File: src/sv/lift_overrun_stop_predictor_top_assert.svh
// Assertion macros for the lift overrun stop predictor.
`ifndef LIFT_OVERRUN_STOP_PREDICTOR_TOP_ASSERT_SVH
`define LIFT_OVERRUN_STOP_PREDICTOR_TOP_ASSERT_SVH
`ifndef SYNTHESIS
// Same-cycle implication, disabled during reset.
`define LOPS_ASSERT_IMP(lbl, clk, rstn, ante, cons) \
  lbl: assert property (@(posedge clk) disable iff (!rstn) (ante) |-> (cons)) \
    else $error("%m: assertion failed");
// Next-cycle implication, disabled during reset.
`define LOPS_ASSERT_NXT(lbl, clk, rstn, ante, cons) \
  lbl: assert property (@(posedge clk) disable iff (!rstn) (ante) |=> (cons)) \
    else $error("%m: assertion failed");
`else
`define LOPS_ASSERT_IMP(lbl, clk, rstn, ante, cons)
`define LOPS_ASSERT_NXT(lbl, clk, rstn, ante, cons)
`endif
`endif

File: src/sv/lops_pkg.sv
// Shared widths, codes and controller/datapath interface types of the stop predictor.
package lops_pkg;

  localparam int MODE_W     = 2;
  localparam int TIME_W     = 32;
  localparam int HGT_W      = 24;
  localparam int SKID_W     = 16;
  localparam int STS_W      = 2;
  localparam int SUM_W      = 48;
  localparam int CNT_W      = 16;
  localparam int SPD_W      = 32;
  localparam int IN_DATA_W  = 56;
  localparam int OUT_FIELD_W = 1 + SKID_W + STS_W;
  localparam int OUT_DATA_W = 24;
  localparam int CFG_IDX_W  = 2;
  localparam int CFG_DATA_W = 24;

  // Shared serial divider: unsigned magnitudes, one quotient bit per cycle.
  localparam int DIVIDEND_W = 48;
  localparam int DIVISOR_W  = 33;
  localparam int DIV_CNT_W  = $clog2(DIVIDEND_W);

  localparam logic [CNT_W-1:0]  MAX_SAMPLES = 16'd65535;
  localparam logic [SKID_W-1:0] SKID_RESET  = 16'd100;

  typedef enum logic [MODE_W-1:0] {
    MODE_START  = 2'd0,
    MODE_SAMPLE = 2'd1,
    MODE_STOP   = 2'd2,
    MODE_ARRIVE = 2'd3
  } mode_e;

  typedef enum logic [STS_W-1:0] {
    STS_OK       = 2'd0,
    STS_IGNORED  = 2'd1,
    STS_NO_SPEED = 2'd2
  } status_e;

  typedef enum logic [CFG_IDX_W-1:0] {
    CFG_START_HGT  = 2'd0,
    CFG_TARGET_HGT = 2'd1,
    CFG_SKID_TIME  = 2'd2
  } cfg_idx_e;

  typedef enum logic [1:0] {
    DIV_VEL  = 2'd0,
    DIV_MEAN = 2'd1,
    DIV_SKID = 2'd2
  } div_op_e;

  typedef enum logic [3:0] {
    ST_IDLE,
    ST_DECODE,
    ST_VEL_WAIT,
    ST_MEAN_START,
    ST_MEAN_WAIT,
    ST_PROD,
    ST_CMP,
    ST_MARK_WAIT,
    ST_ARRIVE_WAIT,
    ST_FINISH
  } state_e;

  typedef struct packed {
    logic    load_in;
    logic    do_start;
    logic    div_start;
    div_op_e div_op;
    logic    acc_vel;
    logic    latch_mean;
    logic    mul_prod;
    logic    set_stop;
    logic    mark_height;
    logic    set_speed;
    logic    zero_speed;
    logic    arrive_clear;
    logic    set_skid;
    logic    set_status;
    status_e status;
    logic    push;
  } cmd_t;

  typedef struct packed {
    mode_e mode;
    logic  enabled;
    logic  dt_zero;
    logic  count_zero;
    logic  speed_zero;
    logic  div_done;
    logic  div_busy;
    logic  out_busy;
  } stat_t;

endpackage

File: src/sv/lops_div.sv
// Restoring serial divider for unsigned magnitudes, one quotient bit per cycle.
module lops_div (
  input  logic                           clk_i,
  input  logic                           rst_ni,
  input  logic                           start_i,
  input  logic [lops_pkg::DIVIDEND_W-1:0] dividend_i,
  input  logic [lops_pkg::DIVISOR_W-1:0]  divisor_i,
  output logic                           busy_o,
  output logic                           done_o,
  output logic [lops_pkg::DIVIDEND_W-1:0] quot_o
);
  import lops_pkg::*;

  logic                  busy_q, busy_d;
  logic                  done_q, done_d;
  logic [DIV_CNT_W-1:0]  cnt_q, cnt_d;
  logic [DIVISOR_W-1:0]  rem_q;
  logic [DIVIDEND_W-1:0] quo_q;
  logic [DIVISOR_W-1:0]  dsr_q;

  logic [DIVISOR_W:0]    trial;
  logic [DIVISOR_W:0]    diff;
  logic                  fits;
  logic [DIVISOR_W-1:0]  rem_next;

  // The quotient register doubles as the dividend shift register.
  assign trial    = {rem_q, quo_q[DIVIDEND_W-1]};
  assign fits     = trial >= {1'b0, dsr_q};
  assign diff     = trial - {1'b0, dsr_q};
  assign rem_next = fits ? diff[DIVISOR_W-1:0] : trial[DIVISOR_W-1:0];

  always_comb begin
    busy_d = busy_q;
    done_d = 1'b0;
    cnt_d  = cnt_q;
    if (start_i) begin
      busy_d = 1'b1;
      cnt_d  = '0;
    end else if (busy_q) begin
      cnt_d = cnt_q + 1'b1;
      if (cnt_q == DIV_CNT_W'(DIVIDEND_W - 1)) begin
        busy_d = 1'b0;
        done_d = 1'b1;
      end
    end
  end

  always_ff @(posedge clk_i or negedge rst_ni) begin
    if (!rst_ni) begin
      busy_q <= 1'b0;
      done_q <= 1'b0;
      cnt_q  <= '0;
    end else begin
      busy_q <= busy_d;
      done_q <= done_d;
      cnt_q  <= cnt_d;
    end
  end

  always_ff @(posedge clk_i) begin
    if (start_i) begin
      rem_q <= '0;
      quo_q <= dividend_i;
      dsr_q <= divisor_i;
    end else if (busy_q) begin
      rem_q <= rem_next;
      quo_q <= {quo_q[DIVIDEND_W-2:0], fits};
    end
  end

  assign busy_o = busy_q;
  assign done_o = done_q;
  assign quot_o = quo_q;

endmodule

File: src/sv/lops_dp.sv
// Datapath: configuration, predictor state, operand selection, divider and result register.
module lops_dp (
  input  logic                           clk_i,
  input  logic                           rst_ni,
  input  logic                           cfg_we_i,
  input  logic [lops_pkg::CFG_IDX_W-1:0]  cfg_idx_i,
  input  logic [lops_pkg::CFG_DATA_W-1:0] cfg_data_i,
  input  logic [lops_pkg::IN_DATA_W-1:0]  in_tdata_i,
  input  logic [lops_pkg::MODE_W-1:0]     in_tuser_i,
  input  lops_pkg::cmd_t                  cmd_i,
  output lops_pkg::stat_t                 stat_o,
  input  logic                           out_tready_i,
  output logic                           out_tvalid_o,
  output logic [lops_pkg::OUT_DATA_W-1:0] out_tdata_o
);
  import lops_pkg::*;

  localparam int VEL_NUM_W = 45;
  localparam int DM_W      = HGT_W + 1;
  localparam int DM1K_W    = 35;
  localparam int PROD_W    = SPD_W + SKID_W + 1;
  localparam int CMP_W     = PROD_W + 1;
  localparam int PAD_W     = OUT_DATA_W - OUT_FIELD_W;

  localparam logic signed [VEL_NUM_W-1:0] VEL_SCALE = VEL_NUM_W'(1000000);
  localparam logic        [DM1K_W-1:0]    MS_SCALE  = DM1K_W'(1000);
  localparam logic signed [CMP_W-1:0]     CMP_SCALE = CMP_W'(1000);
  localparam logic [DIVIDEND_W-1:0] S32_MAX_MAG = DIVIDEND_W'(64'h7FFF_FFFF);
  localparam logic [DIVIDEND_W-1:0] S32_MIN_MAG = DIVIDEND_W'(64'h8000_0000);
  localparam logic [DIVIDEND_W-1:0] SKID_MAX_MAG = DIVIDEND_W'(16'hFFFF);
  localparam logic signed [SUM_W-1:0] SUM_MAX = {1'b0, {(SUM_W-1){1'b1}}};
  localparam logic signed [SUM_W-1:0] SUM_MIN = {1'b1, {(SUM_W-1){1'b0}}};

  // Signed 32-bit saturation of a quotient given as sign and magnitude.
  function automatic logic [SPD_W-1:0] clamp_s32(input logic neg,
                                                 input logic [DIVIDEND_W-1:0] mag);
    logic [SPD_W-1:0] res;
    if (!neg) begin
      res = (mag > S32_MAX_MAG) ? {1'b0, {(SPD_W-1){1'b1}}} : mag[SPD_W-1:0];
    end else begin
      res = (mag > S32_MIN_MAG) ? {1'b1, {(SPD_W-1){1'b0}}} : SPD_W'(-mag[SPD_W-1:0]);
    end
    return res;
  endfunction

  // Configuration registers.
  logic signed [HGT_W-1:0] start_q, tgt_q;
  logic [SKID_W-1:0]       skid_q;

  // Predictor state.
  logic                    enabled_q;
  logic [TIME_W-1:0]       last_time_q;
  logic signed [HGT_W-1:0] last_hgt_q;
  logic signed [SUM_W-1:0] sum_q;
  logic [CNT_W-1:0]        count_q;
  logic signed [HGT_W-1:0] stop_hgt_q;
  logic signed [SPD_W-1:0] stop_spd_q;

  // Latched request and working registers.
  mode_e                    mode_q;
  logic [TIME_W-1:0]        time_q;
  logic signed [HGT_W-1:0]  hgt_q;
  logic                     div_neg_q;
  logic signed [SPD_W-1:0]  mean_q;
  logic signed [PROD_W-1:0] prod_q;
  logic                     res_stop_q;
  logic [SKID_W-1:0]        res_skid_q;
  status_e                  res_status_q;
  logic                     out_tvalid_q;
  logic [OUT_DATA_W-1:0]    out_tdata_q;

  // Elapsed time as a signed 33-bit difference.
  logic signed [TIME_W:0]   dt;
  logic                     dt_neg;
  logic [DIVISOR_W-1:0]     dt_mag;
  logic signed [DM_W-1:0]   dh;
  logic signed [VEL_NUM_W-1:0] vel_num;
  logic [VEL_NUM_W-1:0]     vel_mag;
  logic [SUM_W-1:0]         sum_mag;
  logic signed [DM_W-1:0]   dstop;
  logic [DM_W-1:0]          dm;
  logic [DM1K_W-1:0]        dm1k;
  logic [SPD_W-1:0]         spd_mag;

  logic [DIVIDEND_W-1:0]    div_dividend;
  logic [DIVISOR_W-1:0]     div_divisor;
  logic                     div_neg;
  logic                     div_busy, div_done;
  logic [DIVIDEND_W-1:0]    quot;
  logic signed [SPD_W-1:0]  q_clamped;

  logic signed [SUM_W:0]    sum_ext;
  logic signed [SUM_W-1:0]  sum_sat;

  logic signed [HGT_W+1:0]  s_ext, t_ext, h_ext, mid2, h2;
  logic signed [CMP_W-1:0]  t1k, h1k, h0k;
  logic                     ascending, stop_hit;

  assign dt      = $signed({1'b0, time_q}) - $signed({1'b0, last_time_q});
  assign dt_neg  = dt[TIME_W];
  assign dt_mag  = dt_neg ? DIVISOR_W'(-dt) : DIVISOR_W'(dt);
  assign dh      = $signed({hgt_q[HGT_W-1], hgt_q}) - $signed({last_hgt_q[HGT_W-1], last_hgt_q});
  assign vel_num = VEL_NUM_W'(dh) * VEL_SCALE;
  assign vel_mag = vel_num[VEL_NUM_W-1] ? VEL_NUM_W'(-vel_num) : VEL_NUM_W'(vel_num);
  assign sum_mag = sum_q[SUM_W-1] ? SUM_W'(-sum_q) : SUM_W'(sum_q);
  assign dstop   = $signed({hgt_q[HGT_W-1], hgt_q})
                 - $signed({stop_hgt_q[HGT_W-1], stop_hgt_q});
  assign dm      = dstop[DM_W-1] ? DM_W'(-dstop) : DM_W'(dstop);
  assign dm1k    = DM1K_W'(dm) * MS_SCALE;
  assign spd_mag = stop_spd_q[SPD_W-1] ? SPD_W'(-stop_spd_q) : SPD_W'(stop_spd_q);

  always_comb begin
    unique case (cmd_i.div_op)
      DIV_VEL: begin
        div_dividend = DIVIDEND_W'(vel_mag);
        div_divisor  = dt_mag;
        div_neg      = vel_num[VEL_NUM_W-1] ^ dt_neg;
      end
      DIV_MEAN: begin
        div_dividend = sum_mag;
        div_divisor  = DIVISOR_W'(count_q);
        div_neg      = sum_q[SUM_W-1];
      end
      DIV_SKID: begin
        div_dividend = DIVIDEND_W'(dm1k);
        div_divisor  = DIVISOR_W'(spd_mag);
        div_neg      = 1'b0;
      end
      default: begin
        div_dividend = '0;
        div_divisor  = '0;
        div_neg      = 1'b0;
      end
    endcase
  end

  lops_div u_div (
    .clk_i      (clk_i),
    .rst_ni     (rst_ni),
    .start_i    (cmd_i.div_start),
    .dividend_i (div_dividend),
    .divisor_i  (div_divisor),
    .busy_o     (div_busy),
    .done_o     (div_done),
    .quot_o     (quot)
  );

  assign q_clamped = $signed(clamp_s32(div_neg_q, quot));

  // Saturating accumulate of one sample velocity.
  assign sum_ext = $signed({sum_q[SUM_W-1], sum_q}) + (SUM_W+1)'(q_clamped);
  always_comb begin
    if (sum_ext[SUM_W] != sum_ext[SUM_W-1]) begin
      sum_sat = sum_ext[SUM_W] ? SUM_MIN : SUM_MAX;
    end else begin
      sum_sat = sum_ext[SUM_W-1:0];
    end
  end

  // Stop test: half-way gate, then the exact comparison in micrometre-milliseconds.
  assign s_ext     = (HGT_W+2)'(start_q);
  assign t_ext     = (HGT_W+2)'(tgt_q);
  assign h_ext     = (HGT_W+2)'(last_hgt_q);
  assign mid2      = s_ext + t_ext;
  assign h2        = h_ext + h_ext;
  assign t1k       = CMP_W'(tgt_q) * CMP_SCALE;
  assign h1k       = CMP_W'(last_hgt_q) * CMP_SCALE;
  assign h0k       = t1k - CMP_W'(prod_q);
  assign ascending = start_q < tgt_q;
  always_comb begin
    if (ascending) begin
      stop_hit = !(h2 < mid2) && (h1k > h0k);
    end else begin
      stop_hit = !(h2 > mid2) && (h1k < h0k);
    end
  end

  always_ff @(posedge clk_i or negedge rst_ni) begin
    if (!rst_ni) begin
      start_q <= '0;
      tgt_q   <= '0;
      skid_q  <= SKID_RESET;
    end else if (cfg_we_i) begin
      unique case (cfg_idx_i)
        CFG_START_HGT:  start_q <= $signed(cfg_data_i[HGT_W-1:0]);
        CFG_TARGET_HGT: tgt_q   <= $signed(cfg_data_i[HGT_W-1:0]);
        CFG_SKID_TIME:  skid_q  <= cfg_data_i[SKID_W-1:0];
        default: ;
      endcase
    end
  end

  always_ff @(posedge clk_i or negedge rst_ni) begin
    if (!rst_ni) begin
      enabled_q   <= 1'b0;
      last_time_q <= '0;
      last_hgt_q  <= '0;
      sum_q       <= '0;
      count_q     <= '0;
      stop_hgt_q  <= '0;
      stop_spd_q  <= '0;
    end else begin
      priority if (cmd_i.do_start) begin
        enabled_q   <= 1'b1;
        last_time_q <= '0;
        last_hgt_q  <= start_q;
        sum_q       <= '0;
        count_q     <= '0;
      end else if (cmd_i.arrive_clear) begin
        enabled_q <= 1'b0;
        sum_q     <= '0;
        count_q   <= '0;
      end else if (cmd_i.acc_vel) begin
        if (count_q != MAX_SAMPLES) begin
          sum_q   <= sum_sat;
          count_q <= count_q + 1'b1;
        end
        last_time_q <= time_q;
        last_hgt_q  <= hgt_q;
      end else begin
        enabled_q <= enabled_q;
      end
      if (cmd_i.mark_height) begin
        stop_hgt_q <= hgt_q;
      end
      if (cmd_i.zero_speed) begin
        stop_spd_q <= '0;
      end else if (cmd_i.set_speed) begin
        stop_spd_q <= q_clamped;
      end
    end
  end

  always_ff @(posedge clk_i) begin
    if (cmd_i.load_in) begin
      mode_q       <= mode_e'(in_tuser_i);
      time_q       <= in_tdata_i[TIME_W-1:0];
      hgt_q        <= $signed(in_tdata_i[TIME_W +: HGT_W]);
      res_stop_q   <= 1'b0;
      res_skid_q   <= '0;
      res_status_q <= STS_OK;
    end else begin
      if (cmd_i.set_stop) begin
        res_stop_q <= stop_hit;
      end
      if (cmd_i.set_skid) begin
        res_skid_q <= (quot > SKID_MAX_MAG) ? {SKID_W{1'b1}} : quot[SKID_W-1:0];
      end
      if (cmd_i.set_status) begin
        res_status_q <= cmd_i.status;
      end
    end
    if (cmd_i.div_start) begin
      div_neg_q <= div_neg;
    end
    if (cmd_i.latch_mean) begin
      mean_q <= q_clamped;
    end
    if (cmd_i.mul_prod) begin
      prod_q <= PROD_W'(mean_q) * PROD_W'($signed({1'b0, skid_q}));
    end
    if (cmd_i.push) begin
      out_tdata_q <= {{PAD_W{1'b0}}, res_status_q, res_skid_q, res_stop_q};
    end
  end

  always_ff @(posedge clk_i or negedge rst_ni) begin
    if (!rst_ni) begin
      out_tvalid_q <= 1'b0;
    end else if (cmd_i.push) begin
      out_tvalid_q <= 1'b1;
    end else if (out_tready_i) begin
      out_tvalid_q <= 1'b0;
    end
  end

  assign out_tvalid_o = out_tvalid_q;
  assign out_tdata_o  = out_tdata_q;

  assign stat_o.mode       = mode_q;
  assign stat_o.enabled    = enabled_q;
  assign stat_o.dt_zero    = (time_q == last_time_q);
  assign stat_o.count_zero = (count_q == '0);
  assign stat_o.speed_zero = (stop_spd_q == '0);
  assign stat_o.div_done   = div_done;
  assign stat_o.div_busy   = div_busy;
  assign stat_o.out_busy   = out_tvalid_q && !out_tready_i;

endmodule

File: src/sv/lops_ctrl.sv
// Controller state machine that sequences one request through the datapath.
module lops_ctrl (
  input  logic            clk_i,
  input  logic            rst_ni,
  input  logic            in_tvalid_i,
  output logic            in_tready_o,
  input  lops_pkg::stat_t stat_i,
  output lops_pkg::cmd_t  cmd_o
);
  import lops_pkg::*;

  state_e state_q, state_d;

  always_ff @(posedge clk_i or negedge rst_ni) begin
    if (!rst_ni) begin
      state_q <= ST_IDLE;
    end else begin
      state_q <= state_d;
    end
  end

  always_comb begin
    state_d     = state_q;
    cmd_o       = '0;
    in_tready_o = 1'b0;
    unique case (state_q)
      ST_IDLE: begin
        in_tready_o   = 1'b1;
        cmd_o.load_in = in_tvalid_i;
        if (in_tvalid_i) begin
          state_d = ST_DECODE;
        end
      end
      ST_DECODE: begin
        state_d = ST_FINISH;
        priority if (stat_i.mode == MODE_START) begin
          cmd_o.do_start = 1'b1;
        end else if (!stat_i.enabled) begin
          cmd_o.set_status = 1'b1;
          cmd_o.status     = STS_IGNORED;
        end else begin
          unique case (stat_i.mode)
            MODE_SAMPLE: begin
              if (stat_i.dt_zero) begin
                cmd_o.set_status = 1'b1;
                cmd_o.status     = STS_IGNORED;
              end else begin
                cmd_o.div_start = 1'b1;
                cmd_o.div_op    = DIV_VEL;
                state_d         = ST_VEL_WAIT;
              end
            end
            MODE_STOP: begin
              cmd_o.mark_height = 1'b1;
              if (stat_i.count_zero) begin
                cmd_o.zero_speed = 1'b1;
                cmd_o.set_status = 1'b1;
                cmd_o.status     = STS_NO_SPEED;
              end else begin
                cmd_o.div_start = 1'b1;
                cmd_o.div_op    = DIV_MEAN;
                state_d         = ST_MARK_WAIT;
              end
            end
            MODE_ARRIVE: begin
              cmd_o.arrive_clear = 1'b1;
              if (stat_i.speed_zero) begin
                cmd_o.set_status = 1'b1;
                cmd_o.status     = STS_NO_SPEED;
              end else begin
                cmd_o.div_start = 1'b1;
                cmd_o.div_op    = DIV_SKID;
                state_d         = ST_ARRIVE_WAIT;
              end
            end
            default: state_d = ST_FINISH;
          endcase
        end
      end
      ST_VEL_WAIT: begin
        cmd_o.div_op = DIV_VEL;
        if (stat_i.div_done) begin
          cmd_o.acc_vel = 1'b1;
          state_d       = ST_MEAN_START;
        end
      end
      ST_MEAN_START: begin
        cmd_o.div_start = 1'b1;
        cmd_o.div_op    = DIV_MEAN;
        state_d         = ST_MEAN_WAIT;
      end
      ST_MEAN_WAIT: begin
        cmd_o.div_op = DIV_MEAN;
        if (stat_i.div_done) begin
          cmd_o.latch_mean = 1'b1;
          state_d          = ST_PROD;
        end
      end
      ST_PROD: begin
        cmd_o.mul_prod = 1'b1;
        state_d        = ST_CMP;
      end
      ST_CMP: begin
        cmd_o.set_stop = 1'b1;
        state_d        = ST_FINISH;
      end
      ST_MARK_WAIT: begin
        cmd_o.div_op = DIV_MEAN;
        if (stat_i.div_done) begin
          cmd_o.set_speed = 1'b1;
          state_d         = ST_FINISH;
        end
      end
      ST_ARRIVE_WAIT: begin
        cmd_o.div_op = DIV_SKID;
        if (stat_i.div_done) begin
          cmd_o.set_skid = 1'b1;
          state_d        = ST_FINISH;
        end
      end
      ST_FINISH: begin
        if (!stat_i.out_busy) begin
          cmd_o.push = 1'b1;
          state_d    = ST_IDLE;
        end
      end
      default: state_d = ST_IDLE;
    endcase
  end

endmodule

File: src/sv/lift_overrun_stop_predictor_top.sv
// A height sample runs two 48-step serial divisions (sample and mean velocity); a stop
// mark or an arrive runs at most one, and a start or an ignored request runs none.
// Throughput: one request at a time; the next request is taken once the previous is done,
// while its result may still wait in the output register.
// Reset (rst_ni, async, active low) clears control and move state and sets skid time to 100 ms.
// Top level of the lift overrun stop predictor.
`include "lift_overrun_stop_predictor_top_assert.svh"
module lift_overrun_stop_predictor_top (
  input  logic                            clk_i,
  input  logic                            rst_ni,
  // Configuration write port: 0 start height, 1 target height, 2 skid time.
  input  logic                            cfg_we_i,
  input  logic [lops_pkg::CFG_IDX_W-1:0]  cfg_idx_i,
  input  logic [lops_pkg::CFG_DATA_W-1:0] cfg_data_i,
  // Request stream.
  input  logic                            s_axis_tvalid,
  output logic                            s_axis_tready,
  input  logic [lops_pkg::IN_DATA_W-1:0]  s_axis_tdata,  // time_us[31:0], height_um[55:32]
  input  logic [lops_pkg::MODE_W-1:0]     s_axis_tuser,  // mode[1:0]
  // Result stream.
  output logic                            m_axis_tvalid,
  input  logic                            m_axis_tready,
  output logic [lops_pkg::OUT_DATA_W-1:0] m_axis_tdata   // stop_now[0], measured_skid_ms[16:1],
                                                         // status[18:17], zero pad above
);
  import lops_pkg::*;

  // The controller only issues commands; every value lives in the datapath,
  // which reports back a small set of status flags.
  cmd_t  cmd;
  stat_t stat;

  lops_ctrl u_ctrl (
    .clk_i       (clk_i),
    .rst_ni      (rst_ni),
    .in_tvalid_i (s_axis_tvalid),
    .in_tready_o (s_axis_tready),
    .stat_i      (stat),
    .cmd_o       (cmd)
  );

  // The datapath holds configuration, the velocity history, the shared serial
  // divider (used for sample velocity, mean velocity and measured skid) and the
  // output register that decouples a waiting result from the next request.
  lops_dp u_dp (
    .clk_i        (clk_i),
    .rst_ni       (rst_ni),
    .cfg_we_i     (cfg_we_i),
    .cfg_idx_i    (cfg_idx_i),
    .cfg_data_i   (cfg_data_i),
    .in_tdata_i   (s_axis_tdata),
    .in_tuser_i   (s_axis_tuser),
    .cmd_i        (cmd),
    .stat_o       (stat),
    .out_tready_i (m_axis_tready),
    .out_tvalid_o (m_axis_tvalid),
    .out_tdata_o  (m_axis_tdata)
  );

  // A result is only moved into the output register when that register is free.
  `LOPS_ASSERT_IMP(a_push_free, clk_i, rst_ni, cmd.push, !m_axis_tvalid || m_axis_tready)
  // The shared divider is never restarted while it is still working.
  `LOPS_ASSERT_IMP(a_div_idle, clk_i, rst_ni, cmd.div_start, !stat.div_busy)
  // Once a request is taken, the port closes until that request completes.
  `LOPS_ASSERT_NXT(a_one_req, clk_i, rst_ni, s_axis_tvalid && s_axis_tready, !s_axis_tready)
  // A new result only appears as the outcome of a push.
  `LOPS_ASSERT_IMP(a_rise_push, clk_i, rst_ni, $rose(m_axis_tvalid), $past(cmd.push))

endmodule

File: config.mk
export PLATFORM = sky130hd
export DESIGN_NAME = lift_overrun_stop_predictor_top
export DESIGN_NICKNAME = d
export VERILOG_FILES = /design/src/sv/lops_pkg.sv /design/src/sv/lops_div.sv /design/src/sv/lops_dp.sv /design/src/sv/lops_ctrl.sv /design/src/sv/lift_overrun_stop_predictor_top.sv
export VERILOG_INCLUDE_DIRS = /design/src /design/src/sv
export SDC_FILE = /design/constraint.sdc
export NUM_CORES = 2
export LEC_CHECK = 0
export ABC_AREA = 1
export BUFFER_PORTS_ARGS = -buffer_cell sky130_fd_sc_hd__buf_2
export CAP_MARGIN = 25
export CORE_MARGIN = 4
export CORE_UTILIZATION = 25
export CTS_CLUSTER_DIAMETER = 80
export CTS_CLUSTER_SIZE = 25
export DETAILED_ROUTE_END_ITERATION = 10
export GPL_ROUTABILITY_DRIVEN = 0
export GPL_TIMING_DRIVEN = 1
export HOLD_SLACK_MARGIN = 0.15
export PLACE_DENSITY = 0.39
export SYNTH_ARGS = -nofsm -noshare
export SYNTH_HDL_FRONTEND = slang
export SYNTH_HIERARCHICAL = 1
export SYNTH_SLANG_ARGS = --single-unit
File: constraint.sdc
create_clock -name clk_i -period 18 [get_ports clk_i]
set_input_delay 0.9 -clock clk_i [delete_from_list [all_inputs] [get_ports clk_i]]
set_output_delay 0.9 -clock clk_i [all_outputs]
set_load 0.05 [all_outputs]
* After elaboration in Yosys (flattened, before gate mapping) *
Cells that the tools add are included.

storage, ports and cells
  input bits = 89
  bits in latches = 0
  memory bits (writable) = 0
  memories kept = 0
  bits in registers = 546
  bits in read-only memories = 0
  output and inout bits = 26
  word-level logic and storage cells = 208

operators by class
  multipliers = 5
  $add $sub $neg = 16
  multiplexer cells = 96
  reduce and logical (&&, ||, !) cells = 27
  equal/unequal tests = 26
  divide/modulo/power cells = 0
  $lt $le $gt $ge = 9
  shift-type cells = 0
  bitwise gates (word level) = 1

operators by type and width
  operator                                               count
  two-way mux 48 bit                                     9
  two-way mux 32 bit                                     9
  one-hot mux 48 bit (3 select lines)                    1
  one-hot mux 33 bit (3 select lines)                    1
  two-way mux 16 bit                                     5
  two-way mux 24 bit                                     3
  two-way mux 33 bit                                     2
  multiplier 24 x 8 -> 32 bit (second input constant)    2
  negation 32 bit                                        2
  adder 24 x 24 -> 25 bit                                2
  > comparator 50 bit                                    1
  < comparator 50 bit                                    1
  subtractor 24 x 24 -> 25 bit                           2
  subtractor 35 x 49 -> 50 bit                           1
  adder 48 x 32 -> 49 bit                                1
  multiplier 32 x 17 -> 49 bit                           1
  > comparator 48 x 16 -> 1 bit (second input constant)  1
  > comparator 48 x 31 -> 1 bit (second input constant)  1
  > comparator 48 x 32 -> 1 bit (second input constant)  1
  negation 48 bit                                        1
  two-way mux 45 bit                                     1
  negation 45 bit                                        1
  multiplier 25 x 15 -> 39 bit (second input constant)   1
  two-way mux 4 bit                                      9
  46 further kinds                                       121

* Logic depth before layout (Yosys ltp) *
  depth after elaboration = 10
  gate-level depth with buffers = 48
  depth with buffers taken out = 48

* By module *
The synthesis kept the hierarchy.

modules (own cells, without submodules)
  module     times used  cells an instance  area each (um^2)  sequential area each (um^2)
  lops_dp    1           10058              75097.0           11214.5
  lops_div   1           1094               7832.5            3293.2
  lops_ctrl  1           109                590.6             100.1

* Least setup slack after synthesis *
No wires, ideal clock.

  path type = reg2reg
  from = register u_dp.tgt_q[7]
  to = register u_dp.res_stop_q
  path buffers = 0
  slack = 10.143 ns
  data arrival time = 7.577 ns
  required time = 17.720 ns
  clock period less this slack = 7.857 ns
  cell stages (with the launch flop) = 43
  library setup time = 0.280 ns
  cell sequence = dfrtp_1 inv_1 fa_1 fa_1 inv_1 fa_1 inv_1 fa_1 inv_1 ha_1 a21oi_1 nor2_1 o21ai_0 o211ai_1 nand2_1 nand3_1 nand3_1 nand2_1 [... 7 more ...] nand3_1 nand2_1 nand2_1 a21boi_0 or2_2 a21boi_0 ha_1 nand2_1 nor4_1 nand2_1 nor2_1 nand2_1 nand4_1 nand2_1 nand3b_1 nand2_1 nand2_1 a21oi_1

between the ends
  word-level cells in the longest chain between the ends = 5
  elaborated cells between the ends (all ways) = 13
  classes of those cells = add/sub: 2; mul: 1; order compare: 5; mux: 1; reduce/logical: 4

RTL lines
  element                                                                        RTL line                        source
  start: declaration                                                             lops_dp.sv:47                   logic signed [HGT_W-1:0] start_q, tgt_q;
  start signal: assignment                                                       lops_dp.sv:186                  CFG_TARGET_HGT: tgt_q <= $signed(cfg_data_i[HGT_W-1:0]);
  multiplier 24 x 8 -> 32 bit / adder 24 x 24 -> 25 bit (equally long branches)  lops_dp.sv:166, lops_dp.sv:164
  subtractor 35 x 49 -> 50 bit (tied with other cells)                           lops_dp.sv:168                  assign h0k = t1k - CMP_W'(prod_q);
  < comparator 50 bit (tied with other cells)                                    lops_dp.sv:174                  stop_hit = !(h2 > mid2) && (h1k < h0k);
  logical AND 1 bit (on tied branches)                                           lops_dp.sv:174, lops_dp.sv:172
  two-way mux 1 bit *                                                            lops_dp.sv:171                  if (ascending) begin
  end signal: assignment                                                         lops_dp.sv:244                  res_stop_q <= stop_hit;
  end: declaration                                                               lops_dp.sv:66                   logic res_stop_q;

Every way passes the cells marked *; elsewhere a longest branch is shown, timed or not.
A chain may end at the register's enable or synchronous reset.

* Worst setup path in the final report *
  from = register u_dp.tgt_q[2]
  to = register u_dp.res_stop_q

Same word-level chain as after synthesis.

==> report_table.html <==
<table>
<tr><th>Metric</th><th>Value</th></tr>
<tr><th colspan="2">Detailed routing</th></tr>
<tr><td>Per-cell via count in the routed design</td><td>4.629</td></tr>
<tr><td>Total Routed Length</td><td>approximately 310000 µm</td></tr>
<tr><td>Residual DRC</td><td>0</td></tr>
<tr><td>Via total after detailed routing</td><td>72510</td></tr>
<tr><td>Number of DRC violations after detailed-routing iteration 0</td><td>about 5300</td></tr>
<tr><td>Number of routed nets with antenna violations</td><td>0</td></tr>
<tr><td>Wire per inst</td><td>19.53 µm</td></tr>
<tr><td>Count of TritonRoute iterations in the first routing pass</td><td>6</td></tr>
<tr><th colspan="2">Floorplanning</th></tr>
<tr><td>Initial cell density of the core</td><td>0.2519</td></tr>
<tr><td>Die extent in x</td><td>586.0 µm</td></tr>
<tr><td>I/O pin count</td><td>between 100 and 150</td></tr>
<tr><td>Standard-cell rows</td><td>roughly 210</td></tr>
<tr><td>Die H</td><td>roughly 590 µm</td></tr>
<tr><td>Die Footprint</td><td>0.3434 mm²</td></tr>
<tr><td>Core footprint</td><td>0.3316 mm²</td></tr>
<tr><th colspan="2">Global route</th></tr>
<tr><td>Largest net degree at the start of global routing</td><td>between 80 and 90</td></tr>
<tr><td>First-pass GRT wire length</td><td>around 470000 µm</td></tr>
<tr><td>Overall overflow remaining after global route</td><td>0</td></tr>
<tr><td>Vias in the first global route</td><td>~74000</td></tr>
<tr><td>Total global routing track utilization</td><td>0.1768</td></tr>
<tr><td>Initial antenna violation count</td><td>15</td></tr>
<tr><th colspan="2">Clock network</th></tr>
<tr><td>Number of instances resized during post-cts repair</td><td>0</td></tr>
<tr><td>Reg clk slew, reported paths</td><td>~0.07 ns</td></tr>
<tr><td>H-tree depth</td><td>3</td></tr>
<tr><td>Clock tree root driver cell</td><td>clkbuf_16</td></tr>
<tr><td>Latest clock arrival within the worst-skew pair</td><td>0.80 ns</td></tr>
<tr><td>CTS sink count</td><td>546</td></tr>
<tr><td>TritonCTS clock tree</td><td>done</td></tr>
<tr><td>CTS max path bufs</td><td>4</td></tr>
<tr><td>Post-CTS Setup Bufs</td><td>0</td></tr>
<tr><td>Number of buffers added by the clock tree synthesis step</td><td>70</td></tr>
<tr><th colspan="2">Worst setup path</th></tr>
<tr><td>WP data arrival</td><td>9.64 ns</td></tr>
<tr><td>Slowest Stage Delay on Critical Path</td><td>about 0.65 ns</td></tr>
<tr><td>Required @ worst endpoint</td><td>between 15 and 20 ns</td></tr>
<tr><td>Setup crit end kind</td><td>flip-flop</td></tr>
<tr><td>Crit path kind</td><td>flip-flop to flip-flop</td></tr>
<tr><td>Maximum fanout count along the critical path</td><td>15</td></tr>
<tr><td>Library cell contributing the largest single delay on the critical path</td><td>dfrtp_1</td></tr>
<tr><td>Most used cell along the critical path</td><td>nand2_1</td></tr>
<tr><td>Startpoint type of the worst setup path</td><td>flip-flop</td></tr>
<tr><th colspan="2">Cells and area</th></tr>
<tr><td>Nets</td><td>approximately 13000</td></tr>
<tr><td>Most common cell after layout, fill and taps aside</td><td>nand2_1</td></tr>
<tr><td>Layout cell share with drive strength beyond 1</td><td>0.04975</td></tr>
<tr><td>Area growth syn-to-layout</td><td>9.628%</td></tr>
<tr><td>Most frequent cells in the layout</td><td>2732 x nand2_1, 2326 x inv_1, 881 x fa_1, 861 x ha_1, 691 x nor2_1</td></tr>
<tr><th colspan="2">Logic synthesis</th></tr>
<tr><td>Number of cells produced by synthesis</td><td>approximately 11000</td></tr>
<tr><td>Yosys synthesis warning count</td><td>6</td></tr>
<tr><td>Avg Synthesized Cell Area</td><td>approximately 7.4 µm²</td></tr>
<tr><td>Combined area of all synthesized cells</td><td>~0.084 mm²</td></tr>
<tr><th colspan="2">Run status</th></tr>
<tr><td>Result of the run</td><td>complete, no violations</td></tr>
<tr><th colspan="2">Timing</th></tr>
<tr><td>Hold Slack</td><td>0.2779 ns</td></tr>
<tr><td>Total count of max-transition violations in the final report</td><td>0</td></tr>
<tr><td>Count of endpoints failing setup in the final report</td><td>0</td></tr>
<tr><td>Highest clock frequency the design can meet</td><td>around 110 MHz</td></tr>
<tr><td>Total Negative Setup Slacks</td><td>0 ns</td></tr>
<tr><td>Transition time at the pin with the least slew margin</td><td>~1.3 ns</td></tr>
<tr><td>Clk_skew</td><td>approximately 0.11 ns</td></tr>
<tr><td>Fin crit period</td><td>between 9 and 10 ns</td></tr>
<tr><td>Number of hold-slack violations in the final timing report</td><td>0</td></tr>
<tr><td>Setup repair after global routing missed its margin</td><td>false</td></tr>
<tr><td>Portion of the clock cycle consumed by the worst path in the final layout</td><td>0.5043</td></tr>
<tr><td>Worst relative slew slack</td><td>0.1513</td></tr>
<tr><td>Final setup margin</td><td>approximately 8.9 ns</td></tr>
<tr><th colspan="2">Flow run</th></tr>
<tr><td>Count of max-cap constraint violations</td><td>0</td></tr>
<tr><th colspan="2">Place</th></tr>
<tr><td>Port Buffer Count</td><td>approximately 110</td></tr>
<tr><td>Pre-CTS setup slack</td><td>between 8 and 9 ns</td></tr>
<tr><td>Post-DP HPWL</td><td>256000 µm</td></tr>
<tr><th colspan="2">Worst hold path</th></tr>
<tr><td>Worst min path class</td><td>input port to flip-flop</td></tr>
</table>
## flip-flops by register name (all words and copies together) (netlist names), 16 cells and up
name and count:
u_dp/prod_q 49, u_dp/sum_q 48, u_dp/u_div/quot_o 48, u_dp/u_div/dsr_q 33, u_dp/u_div/rem_q 33, u_dp/last_time_q 32
u_dp/mean_q 32, u_dp/stop_spd_q 32, u_dp/time_q 32, u_dp/hgt_q 24, u_dp/last_hgt_q 24, u_dp/start_q 24
u_dp/stop_hgt_q 24, u_dp/tgt_q 24, u_dp/out_tdata_o 19, u_dp/count_q 16, u_dp/res_skid_q 16, u_dp/skid_q 16
## area by class of cell
type	instances	area [µm²]
clock inverters	42	539.3
flip-flops and latches	546	14610
repair buffers	197	1251
multi-input cells	8057	58850
diodes	4	10.01
fillers	36400	240000
clock buffers	80	1914
well taps	4366	5463
inverters	2374	8912
## metrics by stage
| stage | util | cell area (µm²) | std cells |
|---|---|---|---|
| final | 0.2761 | 91550 | 15670 |
| after global routing | 0.2761 | 91550 | 15660 |
| after CTS | 0.2759 | 91470 | 15660 |
| after detailed placement | 0.2684 | 89010 | 15530 |
| after global placement | 0.2684 | 88990 | 15530 |
| after floorplan | - | 83530 | 11260 |
## worst paths after layout
check | cells after the start | slack (ns) | from | to
worst min register to register | 0 | 0.44 | u_dp/res_skid_q[0] | u_dp/out_tdata_o[1]
min in group asynchronous | 2 | 0.70 | rst_ni | u_dp/sum_q[4]
worst max-delay path | 41 | 8.92 | u_dp/tgt_q[2] | u_dp/res_stop_q
worst min-delay path | 1 | 0.28 | s_axis_tdata[24] | u_dp/time_q[24]
worst max register to register | 41 | 8.92 | u_dp/tgt_q[2] | u_dp/res_stop_q
max in group asynchronous | 6 | 13.89 | rst_ni | u_dp/tgt_q[23]
## critical path: cells and delay by family, from the launching register on
kind | cells | cell delay [ns]
adders and majority gates | 7 | 2.95
and+or+nand+nor | 17 | 2.65
AOI/OAI and AO/OA | 11 | 1.85
DFF | 1 | 0.65
buffers and inverters | 5 | 0.59
xor gates and xnor gates | 1 | 0.20
## per-layer routing
metal / global-route usage / wire length (µm) / vias up
met5: 0 / 0 / -
met4: 0.04412 / 8603 / 0
met1: 0.2422 / 142400 / 35480
met3: 0.01551 / 11430 / 264
met2: 0.2996 / 143600 / 1501
li1: - / - / 35270
## timing repair
| action | in CTS | in global routing |
|---|---|---|
| setup endpoints to repair | 0 | 0 |
| hold buffers | 1 | 0 |
| endpoints found under the hold margin | 30 | 0 |
Power is not shown: default switching activity piles up to over one toggle a cycle in this logic, so the estimate is an artifact.
